==> config.mk <==
export PLATFORM = sky130hd
export DESIGN_NAME = joystick_deadzone_axis_mapper_unit
export DESIGN_NICKNAME = d
export VERILOG_FILES = /design/src/rtl/core/jdam_pkg.sv /design/src/rtl/core/joystick_deadzone_axis_mapper_unit.sv
export SDC_FILE = /design/constraint.sdc
export NUM_CORES = 1
export LEC_CHECK = 0
export BUFFER_PORTS_ARGS = -buffer_cell sky130_fd_sc_hd__buf_4
export CAP_MARGIN = 20
export CORE_MARGIN = 5
export CORE_UTILIZATION = 50
export CTS_CLUSTER_DIAMETER = 100
export DETAILED_ROUTE_END_ITERATION = 12
export MAX_ROUTING_LAYER = met4
export PLACE_DENSITY = 0.69
export SLEW_MARGIN = 15
export SYNTH_ARGS = -nofsm -noshare
export SYNTH_HDL_FRONTEND = slang
export SYNTH_SLANG_ARGS = --single-unit
==> constraint.sdc <==
create_clock -name clock -period 9.1 [get_ports clock]
set_clock_uncertainty 0.05 [all_clocks]
set_input_delay 1.82 -clock clock [delete_from_list [all_inputs] [get_ports clock]]
set_output_delay 1.82 -clock clock [all_outputs]
set_load 0.01 [all_outputs]
==> src/rtl/core/jdam_pkg.sv <==
package jdam_pkg;

   // Width of a millivolt reading and of every calibration register.
   localparam int VOLT_BITS = 12;

   // Full-scale deflection and the quotient width that holds it.
   localparam int SCALE = 100;
   localparam int QUO_W = $clog2(SCALE + 1);

   // Width of the scaled numerator (offset times full scale).
   localparam int NUM_W = VOLT_BITS + QUO_W;

   localparam int POS_W = 8;
   localparam int CSR_DATA_W = 32;
   localparam int CSR_ADDR_W = 5;
   localparam int REG_IDX_W = 3;

   // Register indexes.
   localparam logic [REG_IDX_W-1:0] REG_X_CENTRE_LOW  = 3'd0;
   localparam logic [REG_IDX_W-1:0] REG_X_CENTRE_HIGH = 3'd1;
   localparam logic [REG_IDX_W-1:0] REG_X_MIN         = 3'd2;
   localparam logic [REG_IDX_W-1:0] REG_X_MAX         = 3'd3;
   localparam logic [REG_IDX_W-1:0] REG_Y_CENTRE_LOW  = 3'd4;
   localparam logic [REG_IDX_W-1:0] REG_Y_CENTRE_HIGH = 3'd5;
   localparam logic [REG_IDX_W-1:0] REG_Y_MIN         = 3'd6;
   localparam logic [REG_IDX_W-1:0] REG_Y_MAX         = 3'd7;

   localparam logic [VOLT_BITS-1:0] RESET_MAX = VOLT_BITS'(3300);

   // Axis codes.
   localparam logic AXIS_X = 1'b0;
   localparam logic AXIS_Y = 1'b1;

   // Calibration of one axis.
   typedef struct packed {
      logic [VOLT_BITS-1:0] centre_low;
      logic [VOLT_BITS-1:0] centre_high;
      logic [VOLT_BITS-1:0] vmin;
      logic [VOLT_BITS-1:0] vmax;
   } cal_type;

   // One word in flight through the divider stages.
   typedef struct packed {
      logic                 axis;
      logic                 neg;
      logic                 err;
      logic [NUM_W-1:0]     rem;
      logic [VOLT_BITS-1:0] div;
      logic [QUO_W-1:0]     quo;
   } div_type;

endpackage

==> src/rtl/core/joystick_deadzone_axis_mapper_unit.sv <==
// Joystick dead-zone axis mapper. Each request word carries a millivolt reading and an axis
// select (0 for X, 1 for Y); each response word carries the axis, a signed deflection in
// -100..100 and a span error flag. Readings at or above the axis's centre_high are clipped to
// [centre_high, max] and scaled onto 0..100, readings at or below centre_low are clipped to
// [min, centre_low] and scaled onto -100..0, and readings in between give 0. The positive range
// wins when both apply. A zero-width span gives 0 with span_error set; an inverted span gives
// the branch's end value. The block accepts one word per clock cycle while req_stall is low.
// A word passes through QUO_W + 4 register stages (11 at the default width): one input stage,
// one clip stage, one constant-multiply stage, one restoring-divider stage per quotient bit, and
// the output stage. A response stall reaches back in the same cycle only through stages that
// are full, and empty stages keep filling, so a waiting response does not block new requests
// until the pipeline is full. Calibration registers sit on the APB-style port at byte address
// 4*index and should be written only while no word is in flight.
module joystick_deadzone_axis_mapper_unit
   import jdam_pkg::*;
(
   input  logic                         clock,
   input  logic                         reset,

   input  logic                         req_valid,
   output logic                         req_stall,
   input  logic                         req_axis,
   input  logic [VOLT_BITS-1:0]         req_millivolts,

   output logic                         rsp_valid,
   input  logic                         rsp_stall,
   output logic                         rsp_axis_out,
   output logic signed [POS_W-1:0]      rsp_position,
   output logic                         rsp_span_error,

   input  logic                         csr_psel,
   input  logic                         csr_penable,
   input  logic                         csr_pwrite,
   input  logic [CSR_ADDR_W-1:0]        csr_paddr,
   input  logic [CSR_DATA_W-1:0]        csr_pwdata,
   output logic [CSR_DATA_W-1:0]        csr_prdata,
   output logic                         csr_pready
);

   // Stage numbering: input, clip, multiply, one per quotient bit, then output.
   localparam int ST_IN   = 0;
   localparam int ST_CLIP = 1;
   localparam int ST_MUL  = 2;
   localparam int ST_OUT  = ST_MUL + QUO_W + 1;

   // ------------------------------------------------------------------
   // Calibration registers
   // ------------------------------------------------------------------
   cal_type x_cal_ff, x_cal_in;
   cal_type y_cal_ff, y_cal_in;
   logic                 csr_write;
   logic [REG_IDX_W-1:0] csr_index;
   logic [VOLT_BITS-1:0] csr_wval;

   assign csr_pready = 1'b1;
   assign csr_write  = csr_psel && csr_penable && csr_pwrite && csr_pready;
   assign csr_index  = csr_paddr[CSR_ADDR_W-1:2];
   assign csr_wval   = csr_pwdata[VOLT_BITS-1:0];

   always_comb begin
      x_cal_in = x_cal_ff;
      y_cal_in = y_cal_ff;
      if (csr_write) begin
         unique case (csr_index)
            REG_X_CENTRE_LOW:  x_cal_in.centre_low  = csr_wval;
            REG_X_CENTRE_HIGH: x_cal_in.centre_high = csr_wval;
            REG_X_MIN:         x_cal_in.vmin        = csr_wval;
            REG_X_MAX:         x_cal_in.vmax        = csr_wval;
            REG_Y_CENTRE_LOW:  y_cal_in.centre_low  = csr_wval;
            REG_Y_CENTRE_HIGH: y_cal_in.centre_high = csr_wval;
            REG_Y_MIN:         y_cal_in.vmin        = csr_wval;
            REG_Y_MAX:         y_cal_in.vmax        = csr_wval;
            default: ;
         endcase
      end
   end

   always_ff @(posedge clock) begin
      if (reset) begin
         x_cal_ff <= '{centre_low: '0, centre_high: '0, vmin: '0, vmax: RESET_MAX};
         y_cal_ff <= '{centre_low: '0, centre_high: '0, vmin: '0, vmax: RESET_MAX};
      end else begin
         x_cal_ff <= x_cal_in;
         y_cal_ff <= y_cal_in;
      end
   end

   always_comb begin
      unique case (csr_index)
         REG_X_CENTRE_LOW:  csr_prdata = CSR_DATA_W'(x_cal_ff.centre_low);
         REG_X_CENTRE_HIGH: csr_prdata = CSR_DATA_W'(x_cal_ff.centre_high);
         REG_X_MIN:         csr_prdata = CSR_DATA_W'(x_cal_ff.vmin);
         REG_X_MAX:         csr_prdata = CSR_DATA_W'(x_cal_ff.vmax);
         REG_Y_CENTRE_LOW:  csr_prdata = CSR_DATA_W'(y_cal_ff.centre_low);
         REG_Y_CENTRE_HIGH: csr_prdata = CSR_DATA_W'(y_cal_ff.centre_high);
         REG_Y_MIN:         csr_prdata = CSR_DATA_W'(y_cal_ff.vmin);
         REG_Y_MAX:         csr_prdata = CSR_DATA_W'(y_cal_ff.vmax);
         default:           csr_prdata = '0;
      endcase
   end

   // ------------------------------------------------------------------
   // Flow control. A stage may load when it is empty or when the stage
   // after it loads in the same cycle.
   // ------------------------------------------------------------------
   logic [ST_OUT:0] vld_ff;
   logic [ST_OUT:0] vld_in;
   logic [ST_OUT:0] rdy;

   always_comb begin
      rdy[ST_OUT] = !vld_ff[ST_OUT] || !rsp_stall;
      for (int i = ST_OUT - 1; i >= 0; i--) begin
         rdy[i] = !vld_ff[i] || rdy[i+1];
      end
   end

   always_comb begin
      vld_in = vld_ff;
      if (rdy[ST_IN]) vld_in[ST_IN] = req_valid;
      for (int i = 1; i <= ST_OUT; i++) begin
         if (rdy[i]) vld_in[i] = vld_ff[i-1];
      end
   end

   always_ff @(posedge clock) begin
      if (reset) begin
         vld_ff <= '0;
      end else begin
         vld_ff <= vld_in;
      end
   end

   assign req_stall = !rdy[ST_IN];

   // ------------------------------------------------------------------
   // Input stage
   // ------------------------------------------------------------------
   logic                 in_axis_ff;
   logic [VOLT_BITS-1:0] in_mv_ff;

   always_ff @(posedge clock) begin
      if (rdy[ST_IN]) begin
         in_axis_ff <= req_axis;
         in_mv_ff   <= req_millivolts;
      end
   end

   // ------------------------------------------------------------------
   // Clip stage: pick the branch and its bounds, clip the reading and
   // form offset and span. Special cases are folded into offset/span so
   // the divider needs no extra flags: the dead zone and a zero span
   // divide 0 by 1, an inverted span divides 1 by 1 (full end value).
   // ------------------------------------------------------------------
   cal_type              cal;
   logic                 pos_br;
   logic                 neg_br;
   logic [VOLT_BITS-1:0] lo;
   logic [VOLT_BITS-1:0] hi;
   logic [VOLT_BITS-1:0] v_up;
   logic [VOLT_BITS-1:0] v_clip;

   logic                 clip_axis_ff, clip_axis_in;
   logic                 clip_neg_ff,  clip_neg_in;
   logic                 clip_err_ff,  clip_err_in;
   logic [VOLT_BITS-1:0] clip_off_ff,  clip_off_in;
   logic [VOLT_BITS-1:0] clip_span_ff, clip_span_in;

   always_comb begin
      cal    = (in_axis_ff == AXIS_Y) ? y_cal_ff : x_cal_ff;
      pos_br = in_mv_ff >= cal.centre_high;
      neg_br = !pos_br && (in_mv_ff <= cal.centre_low);
      lo     = pos_br ? cal.centre_high : cal.vmin;
      hi     = pos_br ? cal.vmax : cal.centre_low;
      v_up   = (in_mv_ff < lo) ? lo : in_mv_ff;
      v_clip = (v_up > hi) ? hi : v_up;

      clip_axis_in = in_axis_ff;
      clip_neg_in  = 1'b0;
      clip_err_in  = 1'b0;
      clip_off_in  = '0;
      clip_span_in = VOLT_BITS'(1);
      if (pos_br || neg_br) begin
         if (hi == lo) begin
            clip_err_in = 1'b1;
         end else if (hi < lo) begin
            clip_neg_in = neg_br;
            clip_off_in = VOLT_BITS'(1);
         end else begin
            clip_neg_in  = neg_br;
            clip_off_in  = v_clip - lo;
            clip_span_in = hi - lo;
         end
      end
   end

   always_ff @(posedge clock) begin
      if (rdy[ST_CLIP]) begin
         clip_axis_ff <= clip_axis_in;
         clip_neg_ff  <= clip_neg_in;
         clip_err_ff  <= clip_err_in;
         clip_off_ff  <= clip_off_in;
         clip_span_ff <= clip_span_in;
      end
   end

   // ------------------------------------------------------------------
   // Multiply stage and restoring divider. Entry 0 holds the scaled
   // numerator; entry k has resolved quotient bit QUO_W-k. The offset
   // never exceeds the span, so the quotient stays within full scale.
   // ------------------------------------------------------------------
   div_type div_ff [QUO_W+1];
   div_type div_in [QUO_W+1];

   always_comb begin
      div_in[0].axis = clip_axis_ff;
      div_in[0].neg  = clip_neg_ff;
      div_in[0].err  = clip_err_ff;
      div_in[0].rem  = NUM_W'(clip_off_ff) * NUM_W'(SCALE);
      div_in[0].div  = clip_span_ff;
      div_in[0].quo  = '0;
   end

   for (genvar k = 1; k <= QUO_W; k++) begin : g_div
      localparam int BIT = QUO_W - k;
      logic [NUM_W-1:0] trial;

      always_comb begin
         trial     = NUM_W'(div_ff[k-1].div) << BIT;
         div_in[k] = div_ff[k-1];
         if (div_ff[k-1].rem >= trial) begin
            div_in[k].rem      = div_ff[k-1].rem - trial;
            div_in[k].quo[BIT] = 1'b1;
         end
      end
   end

   for (genvar k = 0; k <= QUO_W; k++) begin : g_div_reg
      always_ff @(posedge clock) begin
         if (rdy[ST_MUL + k]) begin
            div_ff[k] <= div_in[k];
         end
      end
   end

   // ------------------------------------------------------------------
   // Output stage: the negative branch shifts the quotient down by full
   // scale.
   // ------------------------------------------------------------------
   logic signed [POS_W-1:0] quo_s;
   logic signed [POS_W-1:0] pos_ff, pos_in;
   logic                    out_axis_ff;
   logic                    out_err_ff;

   always_comb begin
      quo_s  = signed'(POS_W'(div_ff[QUO_W].quo));
      pos_in = div_ff[QUO_W].neg ? quo_s - POS_W'(SCALE) : quo_s;
   end

   always_ff @(posedge clock) begin
      if (rdy[ST_OUT]) begin
         pos_ff      <= pos_in;
         out_axis_ff <= div_ff[QUO_W].axis;
         out_err_ff  <= div_ff[QUO_W].err;
      end
   end

   assign rsp_valid      = vld_ff[ST_OUT];
   assign rsp_axis_out   = out_axis_ff;
   assign rsp_position   = pos_ff;
   assign rsp_span_error = out_err_ff;

   // ------------------------------------------------------------------
   // Assertions
   // ------------------------------------------------------------------
   a_err_zero: assert property (@(posedge clock) disable iff (reset)
      rsp_valid && rsp_span_error |-> rsp_position == 0)
      else $error("span error response with nonzero position");

   a_pos_range: assert property (@(posedge clock) disable iff (reset)
      rsp_valid |-> (rsp_position <= SCALE) && (rsp_position >= -SCALE))
      else $error("position out of range");

   a_quo_range: assert property (@(posedge clock) disable iff (reset)
      vld_ff[ST_OUT-1] |-> div_ff[QUO_W].quo <= QUO_W'(SCALE))
      else $error("quotient above full scale");

   a_in_free: assert property (@(posedge clock) disable iff (reset)
      !vld_ff[ST_IN] |-> !req_stall)
      else $error("request stalled with empty input stage");

   a_out_fill: assert property (@(posedge clock) disable iff (reset)
      vld_ff[ST_OUT-1] && !vld_ff[ST_OUT] |=> vld_ff[ST_OUT])
      else $error("word failed to move into empty output stage");

endmodule

==> metrics.cfg, run 1 <==
[run_status]
status=finished, final reports clean

[logic_synthesis]
syn_inst=2207
yosysWarnings=0
synth_cell_types=80
synth-async-reset-ratio_pct=0
synth_edf_count=306
syn-cell-area_um2=23510
avgSynthCellArea_um2=10.65
synth_seq_cells=413
seq_area_frac_synth_pct=48.19
synth_top_flop_cell=edfxtp_1

[worst_setup_path]
slowest_delay_ps=480
cp.arrival_ps=8800
cp_slowest_cell=edfxtp_1
crit_type=reg2reg
required_ps=9340
endpoint_kind=flop
reg2reg_slack_ps=540
cp_max_fo=21
crit_path_frequent_cell=ha_1
worstSetupStartpointType=flop

[clock_network]
h-tree-depth=2
tritoncts=built
clockRootBuffer=clkbuf_16
clk_pin_slew_ps=60
cts_inserted_buffers=44
cts.sinks=413
hold_buffers=0
clockBufferDepth=3
clock_latency_ps=580

[timing]
fmax_mhz=116.8
grt_setup_unrepaired=false
period_minus_slack_ps=8558
final-hold-violation-count=0
timing.final.crit_share_pct=94.05
setup_tns_ps=0
finalSetupViolCount=0
worstMarginPinSlew_ps=1140
slew_headroom_pct=23.74
slew_viol_final=0

[power]
leakage_nw=10.70
ir_drop_mv=0.2326
power.total_w=0.007712
powerDensity_nw_per_um2=294.3

[routing]
ant_nets=0
viasPerCell=5.519
wl_per_cell_um=17.30
drc_errors=0
routed_wl_um=50400
dr.first_iter.drc_count=1076
vias=16080
firstDrtPassIters=5

[layout]
fin_nets=2534
syn_to_final_growth_pct=11.43
fillers=3816
drive_gt1_share_pct=11.01
antenna_cells=0

[floorplan]
die_width_um=226.9
ios=102
die_h_um=226.9
core-area_um2=46560
rows=79
initial_core_util_pct=50.50
die_area_um2=51460

[global_routing]
grt_start_max_net_pins=108
grt_usage_pct=20.17
grt.overflow.total=0
grt_pass1_wl_um=81370
antenna_found_initial=0
grt_pass1_vias=15960

[worst_hold_path]
worst_hold_path_type=reg2reg

[flow_run]
cap_viol_max_count=0

[placement]
hpwlAfterDp_um=38070
gp_congestion=0.9386
port_buffers=58

## registers in the layout (all words and copies together) (netlist names), 8 cells and up
name / count
div_ff: 256
clip_off_ff: 12
clip_span_ff: 12
vld_ff: 11
y_cal_ff: 48
in_mv_ff: 12
rsp_position: 8
x_cal_ff: 48
## metrics by stage
stage          util, %  hold slack (ps)  instances  worst slack (ps)  cell area (µm²)
2_1_floorplan        -            350.3       2226             2.110            23600
3_3_place_gp     52.90            350.5       2823             426.7            24630
3_5_place_dp     52.92            354.5       2824             319.6            24640
4_1_cts          55.91            362.9       2906             261.3            26030
5_1_grt          56.28            370.7       2914             4.976            26200
6_report         56.28            366.0       2914             541.6            26200
## routing by layer
metal / global-route usage, % / share of wire, % / vias to the layer above
li1: - / - / 7987
met1: 23.71 / 42 / 7643
met2: 34.52 / 49 / 344
met3: 3.897 / 5.5 / 108
met4: 7.471 / 3.5 / 0
met5: - / 0 / -
## what timing repair did
item | CTS | global route
setup buffers | 0 | 3
endpoints found under the setup margin | 0 | 5
endpoints found under the hold margin | 0 | 0
gates resized for setup | 0 | 14
## layout make-up
type | count | area (µm²) | share of cell area (%)
Inverter | 214 | 803.3 | 3.066
Sequential cell | 413 | 11330 | 43.25
Tap cell | 607 | 759.5 | 2.899
Timing Repair Buffer | 96 | 833.3 | 3.181
Clock inverter | 22 | 192.7 | 0.7354
Multi-Input combinational cell | 1502 | 11080 | 42.29
Clock buffer | 60 | 1201 | 4.585
## synthesized netlist by cell type (7+ instances only)
library cell,count,area share [%]
buf_1,12,0.19
nor3_1,30,0.64
o21bai_1,9,0.29
nor2b_1,39,1.0
o31ai_1,10,0.32
clkbuf_1,59,0.94
edfxtp_1,306,39
nor4_1,15,0.40
xnor2_1,62,2.3
nor2_1,197,3.1
a31oi_1,9,0.24
ha_1,191,10
o21ai_0,105,2.2
mux2i_1,130,5.5
and3_1,8,0.21
o22ai_1,8,0.21
or3_1,7,0.19
nand4_1,25,0.67
nand2_1,172,2.7
a21boi_0,25,0.80
xor2_1,22,0.82
buf_4,22,0.70
a211oi_1,14,0.45
nand3_1,27,0.57
o21a_1,15,0.48
or2_2,8,0.21
inv_1,213,3.4
dfxtp_1,107,9.1
and2_1,8,0.21
mux2_2,57,2.7
a21o_1,32,1.0
a21oi_1,109,2.3
a211o_1,12,0.45
fa_1,15,1.3
nand2b_1,19,0.51
## report_power, final
part	total [W]	internal [W]	leakage (nW)	switching [W]
logic	0.00306	0.00141	5.84	0.00165
clock network	0.00169	0.000964	0.674	0.000725
registers	0.00296	0.00271	4.19	0.000255
total	0.00771	0.00508	10.7	0.00263
## path summary, 6_finish.rpt
check | cells after the start | endpoint | start
setup reg to reg | 38 | clip_off_ff[11] | clip_axis_in
hold / removal | 0 | div_ff[1][162] | div_ff[1][121]
hold reg to reg | 0 | div_ff[1][162] | div_ff[1][121]
setup / recovery | 38 | clip_off_ff[11] | clip_axis_in
## cells in the final DEF, fill, tap and decap left out, types with 9 or more instances in the layout
master / synthesis / layout
dfxtp_1: 107 / 107
o31ai_1: 10 / 10
o21bai_1: 9 / 9
a31oi_1: 9 / 9
mux2_2: 57 / 57
nor2b_1: 39 / 39
o21a_1: 15 / 15
nand2_1: 172 / 172
a21boi_0: 25 / 22
nand2b_1: 19 / 19
nor2_1: 197 / 196
edfxtp_1: 306 / 306
ha_1: 191 / 191
o21ai_0: 105 / 102
clkbuf_1: 59 / 12
xor2_1: 22 / 22
clkinv_1: 0 / 11
buf_4: 22 / 89
fa_1: 15 / 15
a21oi_1: 109 / 109
conb_1: 2 / 21
a21o_1: 32 / 32
nand4_1: 25 / 25
xnor2_1: 62 / 62
clkbuf_16: 0 / 46
nor4_1: 15 / 15
inv_1: 213 / 212
mux2i_1: 130 / 123
a211o_1: 12 / 12
nand3_1: 27 / 26
a211oi_1: 14 / 14
nor3_1: 30 / 24
## critical path, delay by kind of cell, from the launching register on
kind,cells,cell delay (ps)
compound gates,15,3000
xor+xnor,1,180
fa+ha+maj,5,1550
buf+inv,6,1040
flops,1,480
mux,4,1100
simple gates,7,860
## cell families (layout without fill, tap and decap cells)
logic type | Yosys count | count (layout) | share of synthesized area, %
XOR/XNOR | 84 | 84 | 3.129
adder cells (fa/ha/maj) | 210 | 210 | 11.62
AO/OA/AOI/OAI | 409 | 409 | 11.24
AND/OR/NAND/NOR | 583 | 583 | 11.55
multiplexers | 195 | 195 | 8.871
other | 2 | 21 | 0.03194
flip-flops | 413 | 413 | 48.19
buffers and inverters | 311 | 392 | 5.364
Note: power is estimated with default switching activity, not from simulation.
==> run 2, diff against run 1 <==
==> constraint.sdc (replaced) <==
create_clock -name clock -period 9.1 [get_ports clock]
set_clock_uncertainty 0.05 [all_clocks]
set_input_delay 2.73 -clock clock [delete_from_list [all_inputs] [get_ports clock]]
set_output_delay 2.73 -clock clock [all_outputs]
set_load 0.01 [all_outputs]
==> metrics.cfg, run 2 (synthesized netlist as in run 1, its figures left out) <==
[layout]
register_area_um2=11330  ; unchanged
final_cells=2913  ; -0.034%
layout_commonest_cell=edfxtp_1
multiInputGateArea_um2=11070  ; -0.12%
drive_gt1_share_pct=11.27  ; +0.26 points
final_cell_mix=306 x edfxtp_1, 213 x inv_1, 196 x nor2_1
syn_to_final_growth_pct=11.62
antenna_cells=0  ; unchanged
top_register=div_ff
reg_top3=div_ff x256, x_cal_ff x48, y_cal_ff x48
fin_nets=2536  ; +0.079%
final_cell_area_um2=26250  ; +0.17%
fillers=3748  ; -1.8%
largest_register_ffs=256  ; unchanged

[clock_network]
cts.sinks=413  ; unchanged
hold_buffers=0  ; unchanged
cts_inserted_buffers=45  ; +2.3%
h-tree-depth=2  ; unchanged
clockRootBuffer=clkbuf_16
clockBufferDepth=3  ; unchanged
clock_latency_ps=580  ; about the same
tritoncts=built
clk_pin_slew_ps=60  ; about the same

[timing]
slew_headroom_pct=25.04  ; +1.3 points
fmax_mhz=117.7  ; +0.73%
slew_viol_final=0  ; unchanged
finalSetupViolCount=0  ; unchanged
timing.final.crit_share_pct=93.37  ; -0.68 points
final-hold-violation-count=0  ; unchanged
setup_tns_ps=0  ; unchanged
period_minus_slack_ps=8496  ; -62.08 ps
worstMarginPinSlew_ps=1120  ; -20.00 ps
grt_setup_unrepaired=false
timing.hold.ws_ps=352.8  ; -13.22 ps

[floorplan]
ios=102  ; unchanged
die_h_um=226.9  ; unchanged
rows=79  ; unchanged
die_area_um2=51460  ; unchanged
core-area_um2=46560  ; unchanged
die_width_um=226.9  ; unchanged
initial_core_util_pct=50.50  ; unchanged

[worst_setup_path]
crit_type=reg2reg
endpoint_kind=flop
required_ps=9330  ; about the same
cp_slowest_cell=edfxtp_1
crit_start=clip_axis_in
r2r_start=clip_axis_in
cp.arrival_ps=8730  ; -70 ps
cp_max_fo=16  ; -24%
worstSetupStartpointType=flop
crit_path_frequent_cell=o21ai_0
slowest_delay_ps=440  ; -40 ps

[power]
power.total_w=0.007863  ; +2.0%
leakage_nw=10.73  ; +0.29%
powerDensity_nw_per_um2=299.6  ; +1.8%
ir_drop_mv=0.2162  ; -7.1%

[flow_run]
cap_viol_max_count=0  ; unchanged

[placement]
hpwlAfterDp_um=38910  ; +2.2%
gp_congestion=0.9399  ; +0.14%
dp_cells=2831  ; +0.25%
port_buffers=58  ; unchanged
placed_cell_area_um2=24680  ; +0.19%

[routing]
drc_errors=0  ; unchanged
routed_wl_um=51040  ; +1.3%
dr.first_iter.drc_count=1081  ; +0.46%
wl_per_cell_um=17.52  ; +1.3%
vias=16260  ; +1.1%
viasPerCell=5.580  ; +1.1%
ant_nets=0  ; unchanged
firstDrtPassIters=6  ; +1

[run_status]
status=finished, final reports clean

[global_routing]
antenna_found_initial=0  ; unchanged
grt_pass1_wl_um=81830  ; +0.56%
grt_pass1_vias=16210  ; +1.6%
grt_usage_pct=20.31  ; +0.14 points
grt_start_max_net_pins=108  ; unchanged
grt.overflow.total=0  ; unchanged

[worst_hold_path]
worst_hold_path_type=reg2reg
hp-start=clip_neg_ff

-- run 2: layout make-up --
cell class              count  area share [%]
flip-flops and latches    413           43.17
multi-input cells        1502           42.16
clock buffers              61           4.753
inverters                 214           3.061
repair buffers             97           2.975
well taps                 607           2.894
clock inverters            19          0.9821
-- run 2: worst paths after layout --
kind                      to  depth (start not counted)  slack, ps
max          clip_off_ff[10]                         39        600
min            div_ff[0][39]                          0        350
max reg2reg  clip_off_ff[10]                         39        600
min reg2reg    div_ff[0][39]                          0        350
-- run 2: timing repair --
| item | in CTS | in global routing |
|---|---|---|
| endpoints found under the setup margin | 0 | 5 |
| buffers inserted | 0 | 1 |
| gates resized for setup | 0 | 11 |
-- run 2: metal layers --
metal / wire length, µm / part of all wire (%) / global-route usage, %
met3: 2890 / 5.7 / 3.625
met2: 26010 / 51 / 36.02
met5: 0 / 0 / -
met1: 20810 / 41 / 23.60
met4: 1324 / 2.6 / 6.094
-- run 2: critical path: cells and delay by family (launching register included) --
family	cells	cell delay (ps)
AOI/OAI and AO/OA	20	3490
and+or+nand+nor	4	420
muxes	4	1190
buffers and inverters	5	750
DFF	1	440
adders and majority gates	6	1840
-- run 2: power by group --
part           internal, W  switching [W]  leakage, nW
clock              0.00108       0.000739        0.720
sequential         0.00271       0.000261         4.19
combinational      0.00141        0.00166         5.82
-- run 2: per-stage QoR --
| step | utilization, % | setup slack (ps) |
|---|---|---|
| 3_3_place_gp | 52.97 | 283.1 |
| 3_5_place_dp | 53.02 | 209.7 |
| 2_1_floorplan | - | 2.110 |
| 6_report | 56.37 | 603.7 |
| 5_1_grt | 56.37 | 34.81 |
| 4_1_cts | 56.25 | 163.7 |
